## config.mk

```make
export PLATFORM = sky130hd
export DESIGN_NAME = job_block_pool_manager
export DESIGN_NICKNAME = d
export VERILOG_FILES = /design/src/jbpm_pkg.sv /design/src/jbpm_ctrl.sv /design/src/jbpm_dpath.sv /design/src/job_block_pool_manager.sv
export SDC_FILE = /design/constraint.sdc
export NUM_CORES = 1
export LEC_CHECK = 0
export BUFFER_PORTS_ARGS = -buffer_cell sky130_fd_sc_hd__clkbuf_2
export CAP_MARGIN = 25
export CORE_AREA = 5 5 178 146
export DETAILED_ROUTE_END_ITERATION = 16
export DIE_AREA = 0 0 183 151
export PLACE_DENSITY = 0.75
export SLEW_MARGIN = 15
export SYNTH_ARGS = -nofsm -noshare
export SYNTH_HDL_FRONTEND = slang
export SYNTH_HIERARCHICAL = 1
export SYNTH_SLANG_ARGS = --single-unit
```

## constraint.sdc

```tcl
create_clock -name clock -period 4.4 [get_ports clock]
set_clock_uncertainty 0.1 [all_clocks]
set_input_delay 0.44 -clock clock [delete_from_list [all_inputs] [get_ports clock]]
set_output_delay 0.44 -clock clock [all_outputs]
set_load 0.01 [all_outputs]
```

## src/jbpm_pkg.sv

```systemverilog
// Shared constants, types and helper functions for the job block pool manager.
package jbpm_pkg;

   localparam int POOL_SIZE     = 16;
   localparam int PRIORITY_BITS = 8;

   localparam int IDX_W  = $clog2(POOL_SIZE);
   localparam int LINK_W = $clog2(POOL_SIZE + 1);

   // Field widths of the stream beats.
   localparam int OP_W           = 2;
   localparam int BLOCK_INDEX_W  = 4;
   localparam int PRIORITY_REQ_W = 8;
   localparam int REQ_TUSER_W    = OP_W;
   localparam int REQ_TDATA_W    = 16;
   localparam int RSP_TDATA_W    = 8;

   // The link value one past the last block marks the end of a list.
   localparam logic [LINK_W-1:0] NULL_LINK = LINK_W'(POOL_SIZE);

   localparam logic [OP_W-1:0] OP_ALLOCATE = 2'd0;
   localparam logic [OP_W-1:0] OP_RELEASE  = 2'd1;
   localparam logic [OP_W-1:0] OP_PUSH     = 2'd2;
   localparam logic [OP_W-1:0] OP_POP      = 2'd3;

   typedef logic [LINK_W-1:0]        link_type;
   typedef logic [PRIORITY_BITS-1:0] prio_type;

   typedef struct packed {
      logic capture;  // latch the request beat and read both stores
      logic execute;  // apply the operation and load the result register
      logic append;   // chain the released block behind the old free tail
   } jbpm_cmd_type;

   typedef struct packed {
      logic out_busy;       // result register full and not being drained
      logic append_needed;  // the held release needs a second link write
   } jbpm_status_type;

   function automatic link_type reset_link(input logic [IDX_W-1:0] idx);
      return LINK_W'(idx) + LINK_W'(1);
   endfunction

   function automatic logic is_block(input link_type link);
      return link < NULL_LINK;
   endfunction

endpackage

```

## src/jbpm_ctrl.sv

```systemverilog
// Sequencer that steps each request beat through capture, execute and, for a release that needs it, append.
module jbpm_ctrl (
   input  logic                    clock,
   input  logic                    reset,
   input  logic                    req_tvalid,
   output logic                    req_tready,
   input  jbpm_pkg::jbpm_status_type status,
   output jbpm_pkg::jbpm_cmd_type    cmd
);
   import jbpm_pkg::*;

   localparam logic [1:0] ST_IDLE   = 2'd0;
   localparam logic [1:0] ST_EXEC   = 2'd1;
   localparam logic [1:0] ST_APPEND = 2'd2;

   logic [1:0] state_ff;
   logic [1:0] state_in;

   always_comb begin
      state_in    = state_ff;
      req_tready  = 1'b0;
      cmd         = '0;
      unique case (state_ff)
         ST_IDLE: begin
            req_tready  = 1'b1;
            cmd.capture = req_tvalid;
            if (req_tvalid) begin
               state_in = ST_EXEC;
            end
         end
         ST_EXEC: begin
            // Wait here while the previous result is still unclaimed.
            if (!status.out_busy) begin
               cmd.execute = 1'b1;
               state_in    = status.append_needed ? ST_APPEND : ST_IDLE;
            end
         end
         ST_APPEND: begin
            cmd.append = 1'b1;
            state_in   = ST_IDLE;
         end
         default: begin
            state_in = ST_IDLE;
         end
      endcase
   end

   always_ff @(posedge clock) begin
      if (reset) begin
         state_ff <= ST_IDLE;
      end else begin
         state_ff <= state_in;
      end
   end

endmodule

```

## src/jbpm_dpath.sv

```systemverilog
// List heads, link and priority stores, operation logic and result register.
module jbpm_dpath (
   input  logic                                   clock,
   input  logic                                   reset,
   input  jbpm_pkg::jbpm_cmd_type                 cmd,
   output jbpm_pkg::jbpm_status_type              status,
   input  logic [jbpm_pkg::OP_W-1:0]              req_operation,
   input  logic [jbpm_pkg::BLOCK_INDEX_W-1:0]     req_block_index,
   input  logic                                   req_block_present,
   input  logic [jbpm_pkg::PRIORITY_REQ_W-1:0]    req_priority_req,
   input  logic                                   rsp_tready,
   output logic                                   rsp_valid,
   output logic                                   rsp_result_present,
   output logic [jbpm_pkg::BLOCK_INDEX_W-1:0]     rsp_result_index,
   output logic                                   rsp_free_empty,
   output logic                                   rsp_run_empty
);
   import jbpm_pkg::*;

   // Held request beat.
   logic [OP_W-1:0] op_ff;
   link_type        blk_ff;
   logic            present_ff;
   prio_type        prio_ff;

   // List heads.
   link_type free_head_ff, free_head_in;
   link_type free_tail_ff, free_tail_in;
   link_type run_head_ff,  run_head_in;

   // Shared next-link store; an entry never written reads as its reset link.
   link_type               link_mem_ff [POOL_SIZE];
   logic [POOL_SIZE-1:0]   link_valid_ff;
   link_type               link_rd_ff;
   logic                   link_rd_valid_ff;
   logic [IDX_W-1:0]       link_rd_addr_ff;
   link_type               link_raddr;
   link_type               link_val;
   logic                   link_we;
   logic [IDX_W-1:0]       link_waddr;
   link_type               link_wdata;

   prio_type prio_mem_ff [POOL_SIZE];
   prio_type prio_rd_ff;
   logic     prio_we;

   link_type res;

   logic                     rsp_valid_ff, rsp_valid_in;
   logic                     rsp_present_ff;
   logic [BLOCK_INDEX_W-1:0] rsp_index_ff;
   logic                     rsp_free_empty_ff;
   logic                     rsp_run_empty_ff;

   assign link_raddr = (req_operation == OP_ALLOCATE) ? free_head_ff : run_head_ff;
   assign link_val   = link_rd_valid_ff ? link_rd_ff : reset_link(link_rd_addr_ff);

   assign status.append_needed = (op_ff == OP_RELEASE) && present_ff &&
                                 is_block(free_head_ff) && is_block(free_tail_ff);
   assign status.out_busy      = rsp_valid_ff && !rsp_tready;

   always_comb begin
      free_head_in = free_head_ff;
      free_tail_in = free_tail_ff;
      run_head_in  = run_head_ff;
      link_we      = 1'b0;
      link_waddr   = '0;
      link_wdata   = NULL_LINK;
      prio_we      = 1'b0;
      res          = NULL_LINK;
      if (cmd.execute) begin
         unique case (op_ff)
            OP_ALLOCATE: begin
               if (is_block(free_head_ff)) begin
                  res        = free_head_ff;
                  link_we    = 1'b1;
                  link_waddr = free_head_ff[IDX_W-1:0];
                  if (is_block(link_val)) begin
                     free_head_in = link_val;
                  end else begin
                     free_head_in = NULL_LINK;
                     free_tail_in = NULL_LINK;
                  end
               end
            end
            OP_RELEASE: begin
               if (present_ff) begin
                  res        = blk_ff;
                  link_we    = 1'b1;
                  link_waddr = blk_ff[IDX_W-1:0];
                  // A broken free list (either end null) restarts from this block.
                  if (!status.append_needed) begin
                     free_head_in = blk_ff;
                     free_tail_in = blk_ff;
                  end
               end
            end
            OP_PUSH: begin
               if (present_ff && (!is_block(run_head_ff) || prio_rd_ff > prio_ff)) begin
                  res         = blk_ff;
                  link_we     = 1'b1;
                  link_waddr  = blk_ff[IDX_W-1:0];
                  link_wdata  = run_head_ff;
                  prio_we     = 1'b1;
                  run_head_in = blk_ff;
               end
            end
            OP_POP: begin
               if (is_block(run_head_ff)) begin
                  res         = run_head_ff;
                  run_head_in = is_block(link_val) ? link_val : NULL_LINK;
               end
            end
            default: begin
               res = NULL_LINK;
            end
         endcase
      end else if (cmd.append) begin
         link_we      = 1'b1;
         link_waddr   = free_tail_ff[IDX_W-1:0];
         link_wdata   = blk_ff;
         free_tail_in = blk_ff;
      end
   end

   assign rsp_valid_in = cmd.execute || (rsp_valid_ff && !rsp_tready);

   always_ff @(posedge clock) begin
      if (reset) begin
         free_head_ff  <= '0;
         free_tail_ff  <= LINK_W'(POOL_SIZE - 1);
         run_head_ff   <= NULL_LINK;
         link_valid_ff <= '0;
         rsp_valid_ff  <= 1'b0;
      end else begin
         free_head_ff <= free_head_in;
         free_tail_ff <= free_tail_in;
         run_head_ff  <= run_head_in;
         rsp_valid_ff <= rsp_valid_in;
         if (link_we) begin
            link_valid_ff[link_waddr] <= 1'b1;
         end
      end
   end

   always_ff @(posedge clock) begin
      if (link_we) begin
         link_mem_ff[link_waddr] <= link_wdata;
      end
      if (prio_we) begin
         prio_mem_ff[blk_ff[IDX_W-1:0]] <= prio_ff;
      end
      if (cmd.capture) begin
         link_rd_ff       <= link_mem_ff[link_raddr[IDX_W-1:0]];
         link_rd_valid_ff <= link_valid_ff[link_raddr[IDX_W-1:0]];
         link_rd_addr_ff  <= link_raddr[IDX_W-1:0];
         prio_rd_ff       <= prio_mem_ff[run_head_ff[IDX_W-1:0]];
         op_ff            <= req_operation;
         blk_ff           <= LINK_W'(req_block_index);
         present_ff       <= req_block_present && (int'(req_block_index) < POOL_SIZE);
         prio_ff          <= PRIORITY_BITS'(req_priority_req);
      end
      if (cmd.execute) begin
         rsp_present_ff    <= is_block(res);
         rsp_index_ff      <= is_block(res) ? BLOCK_INDEX_W'(res) : '0;
         rsp_free_empty_ff <= !is_block(free_head_in);
         rsp_run_empty_ff  <= !is_block(run_head_in);
      end
   end

   assign rsp_valid          = rsp_valid_ff;
   assign rsp_result_present = rsp_present_ff;
   assign rsp_result_index   = rsp_index_ff;
   assign rsp_free_empty     = rsp_free_empty_ff;
   assign rsp_run_empty      = rsp_run_empty_ff;

endmodule

```

## src/job_block_pool_manager.sv

```systemverilog
// Top level of the job block pool manager: stream ports, sequencer and datapath.
//
// Manages a pool of 16 job blocks kept on a FIFO free list (allocate from
// the head, release to the tail) and a priority-ordered run stack (push
// only if strictly more urgent than the head, pop from the head). Each
// request beat gives exactly one result beat. A request is captured, reading
// the link and priority stores at the current heads, then executed, applying
// the operation; a release into a non-empty free list adds an append step for
// the second write to the single-port link store. A new request is taken
// while the previous result still waits on the output register.
module job_block_pool_manager (
   input  logic                               clock,
   input  logic                               reset,
   input  logic                               req_tvalid,
   output logic                               req_tready,
   // [1:0] operation
   input  logic [jbpm_pkg::REQ_TUSER_W-1:0]   req_tuser,
   // [3:0] block_index, [4] block_present, [12:5] priority_req, [15:13] zero
   input  logic [jbpm_pkg::REQ_TDATA_W-1:0]   req_tdata,
   output logic                               rsp_tvalid,
   input  logic                               rsp_tready,
   // [0] result_present, [4:1] result_index, [5] free_empty, [6] run_empty,
   // [7] zero
   output logic [jbpm_pkg::RSP_TDATA_W-1:0]   rsp_tdata
);
   import jbpm_pkg::*;

   jbpm_cmd_type    cmd;
   jbpm_status_type status;

   logic                     result_present;
   logic [BLOCK_INDEX_W-1:0] result_index;
   logic                     free_empty;
   logic                     run_empty;

   jbpm_ctrl u_ctrl (
      .clock      (clock),
      .reset      (reset),
      .req_tvalid (req_tvalid),
      .req_tready (req_tready),
      .status     (status),
      .cmd        (cmd)
   );

   jbpm_dpath u_dpath (
      .clock              (clock),
      .reset              (reset),
      .cmd                (cmd),
      .status             (status),
      .req_operation      (req_tuser[OP_W-1:0]),
      .req_block_index    (req_tdata[3:0]),
      .req_block_present  (req_tdata[4]),
      .req_priority_req   (req_tdata[12:5]),
      .rsp_tready         (rsp_tready),
      .rsp_valid          (rsp_tvalid),
      .rsp_result_present (result_present),
      .rsp_result_index   (result_index),
      .rsp_free_empty     (free_empty),
      .rsp_run_empty      (run_empty)
   );

   assign rsp_tdata = {1'b0, run_empty, free_empty, result_index, result_present};

endmodule

```

==> results.cfg <==
[setup_path]
path_class = register to register
cp.required_ns = 4.46
startpoint_type = register
crit_arrival_ns = 3.77
critPathCaptureType = register
reg2reg_depth = 10
cp_max_fo = 8

[min_path]
whs_path_depth = 1
hold_path.class = input port to register

[clock_tree]
clkSlewWorstSetupHoldPaths_ns = 0.06
cts_tree = done
clock_path_buffers = 3
cts_sinks = 282
cts_resized = 0
insertion_delay_ns = 0.53
h-tree-depth = 1
hold_buffers = 13
cts_root_buffer = clkbuf_16
cts_buffers = 28
cts_setup_buffers = 0

[global_routing]
grt_overflow = 0
grt_usage = 0.180
antenna_found_initial = 0
grt_pass1_wl_mm = 37.9
grt_max_degree = 39
grt_pass1_vias = 6385

[floorplanning]
die_w_um = 183
die_h_um = 151
core_um2 = 23900
dieArea_um2 = 27600
row_count = 51
initial_utilization = 0.490
ios = 32

[synthesis]
synth_top_flop_cell = edfxtp_1
synthTopCellsByArea = edfxtp_1, mux4_2, dfxtp_1
synth_area_per_cell_um2 = 15.9
synth_fp_nets = 767
ys_seq_elements = 282
synth.distinct_cells = 67
seq_area_frac_synth = 0.693
synthMuxAreaShare = 0.118
synth_adder_area_share = 0.00960
synth-compound-area-share = 0.0761
syn_inst = 736
yosysTopAreaCell = edfxtp_1
yosysTopAreaCellShare = 0.635
synth_top_family_by_area = multiplexers
synth_edf_count = 248
synth-simple-area-share = 0.0812
synth_area_um2 = 11700
synth-xor-area-share = 0.00149
async_flop_share = 0
yosys_warnings = 6

[detailed_routing]
drt_iter0_markers = 749
vias_per_cell = 5.87
firstDrtPassIters = 5
wire_per_inst_um = 21.6
drcViolationCount = 0
postRouteAntennaNets = 0
drt_wl_total_mm = 24.3
vias = 6630

[status]
status = completed

[flow_run]
cap_violations = 0

[pwr]
p_sw_frac = 0.198
power_switching_mw = 1.10
pwr-share-clk = 0.434
p_comb_frac = 0.035
ir_drop_mv = 0.262
p_int_mw = 4.48
p_leak_nw = 4.41
seqPwrFrac = 0.532
power_density_nw_per_um2 = 418

[cells_and_area]
syn_to_final_growth_pct = 13.8
finalNetCount = 820
final_cell_mix = edfxtp_1, nand2_1, nor2_1
utilization = 0.558
drive_gt1_frac = 0.216
diodes = 0
final_common_cell = edfxtp_1

[placed_design]
gp_congestion = 0.866
hpwl_mm = 15.8
port-buffer-count = 27

[timing]
period_share = 0.843
rsz0062_at_grt = false
fmax_mhz = 269
finalHoldViolations = 0
drv_slew = 0
worst_pin_slew_ns = 0.941
max_slew_margin = 0.371
setup_viol = 0
fin_crit_ns = 3.71
timing.setup.tns_ns = 0
worst paths after layout:
| kind | to | from | slack, ns |
|---|---|---|---|
| max reg2reg | u_dpath/prio_mem_ff[14][0]$_DFFE_PP_ | u_dpath/prio_ff[1]$_DFFE_PP_ | 0.69 |
| max | u_dpath/prio_mem_ff[14][0]$_DFFE_PP_ | u_dpath/prio_ff[1]$_DFFE_PP_ | 0.69 |
| min | u_dpath/op_ff[0]$_DFFE_PP_ | req_tuser[0] | 0.04 |
| min reg2reg | u_dpath/link_valid_ff[8]$_SDFFE_PP0P_ | u_dpath/link_valid_ff[8]$_SDFFE_PP0P_ | 0.37 |
state kept, by name, summed over array words and instances, names as in the netlist, 4 cells and up:
name,cells
u_dpath/link_valid_ff,16
u_dpath/link_rd_addr_ff,4
u_dpath/link_rd_ff,5
u_dpath/prio_ff,8
u_dpath/free_head_ff,5
u_dpath/link_mem_ff,80
u_dpath/rsp_result_index,4
u_dpath/prio_rd_ff,8
u_dpath/free_tail_ff,5
u_dpath/run_head_ff,5
u_dpath/prio_mem_ff,128
u_dpath/blk_ff,4
cell families (layout without fill, tap and decap cells):
logic type / after synthesis / after routing
AO/OA/AOI/OAI: 107 / 107
XOR/XNOR: 2 / 2
adder cells (fa/ha/maj): 9 / 9
buffers and inverters: 55 / 130
flip-flops: 282 / 282
multiplexers: 80 / 80
other: 1 / 1
AND/OR/NAND/NOR: 200 / 200
critical path, stage by stage, from the launching register on:
cell	delay, ns
edfxtp_1	0.43
inv_1	0.08
ha_1	0.31
nor2b_1	0.19
o211ai_2	0.09
a21o_1	0.20
a31o_2	0.29
nor2_1	0.33
and2_0	0.43
nand3_1	0.23
nor2_1	0.67
synth_stat cells, types with 2 or more instances:
| master | instances |
|---|---|
| nor4_1 | 4 |
| dfxtp_1 | 34 |
| nor3_1 | 4 |
| o21ba_1 | 10 |
| nand4_1 | 2 |
| o21ai_2 | 3 |
| clkbuf_1 | 19 |
| nor2_1 | 53 |
| nand2_1 | 75 |
| inv_1 | 14 |
| a32oi_1 | 6 |
| buf_2 | 13 |
| nor2b_1 | 8 |
| a22o_1 | 5 |
| o211ai_1 | 2 |
| or2_2 | 3 |
| a21o_1 | 2 |
| buf_4 | 6 |
| a211o_1 | 5 |
| nand3_1 | 7 |
| mux4_2 | 46 |
| mux2i_1 | 33 |
| and3_1 | 17 |
| o21ai_0 | 11 |
| a21oi_1 | 17 |
| a31oi_1 | 8 |
| ha_1 | 9 |
| o31ai_2 | 4 |
| nor2_2 | 4 |
| a41oi_2 | 2 |
| a31oi_4 | 2 |
| edfxtp_1 | 248 |
| a21oi_2 | 2 |
| a311oi_1 | 6 |
| and2_1 | 2 |
| a211oi_1 | 8 |
| o21ai_1 | 2 |
| nand2b_1 | 10 |
| o21ba_2 | 2 |
layout make-up:
cell class | instances | area, µm²
inverters | 16 | 60.1
multi-input cells | 399 | 3360
well taps | 318 | 398
repair buffers | 62 | 447
clock buffers | 38 | 779
clock inverters | 14 | 170
flip-flops and latches | 282 | 8130
fillers | 1810 | 10600
power groups by stage:
stage               combinational (mW)  clock, mW  sequential [mW]
floorplan                        0.117          0             3.01
global placement                 0.176          0             3.02
detailed placement               0.181          0             3.02
CTS                              0.192       2.46             2.96
global route                     0.211       2.59             2.97
finish                           0.194       2.42             2.97
through the flow:
stage               setup slack, ns  cell area, µm²  std cells  hold WS [ns]  total power, mW
floorplan                      1.04           11700        736         0.343             3.13
global placement              0.938           12200       1061         0.353             3.20
detailed placement            0.793           12300       1064         0.360             3.20
CTS                           0.749           13300       1129        0.0143             5.61
global route                  0.516           13300       1129        0.0187             5.77
finish                        0.689           13300       1129        0.0387             5.58
routing by layer:
layer / global-route usage / vias to the layer above / wire [µm]
met1: 0.275 / 3306 / 10700
met5: 0 / - / 0
li1: - / 2961 / -
met2: 0.267 / 329 / 10700
met3: 0.0408 / 34 / 2540
met4: 0.0383 / 0 / 374
Power figures use the tool's default switching activity.
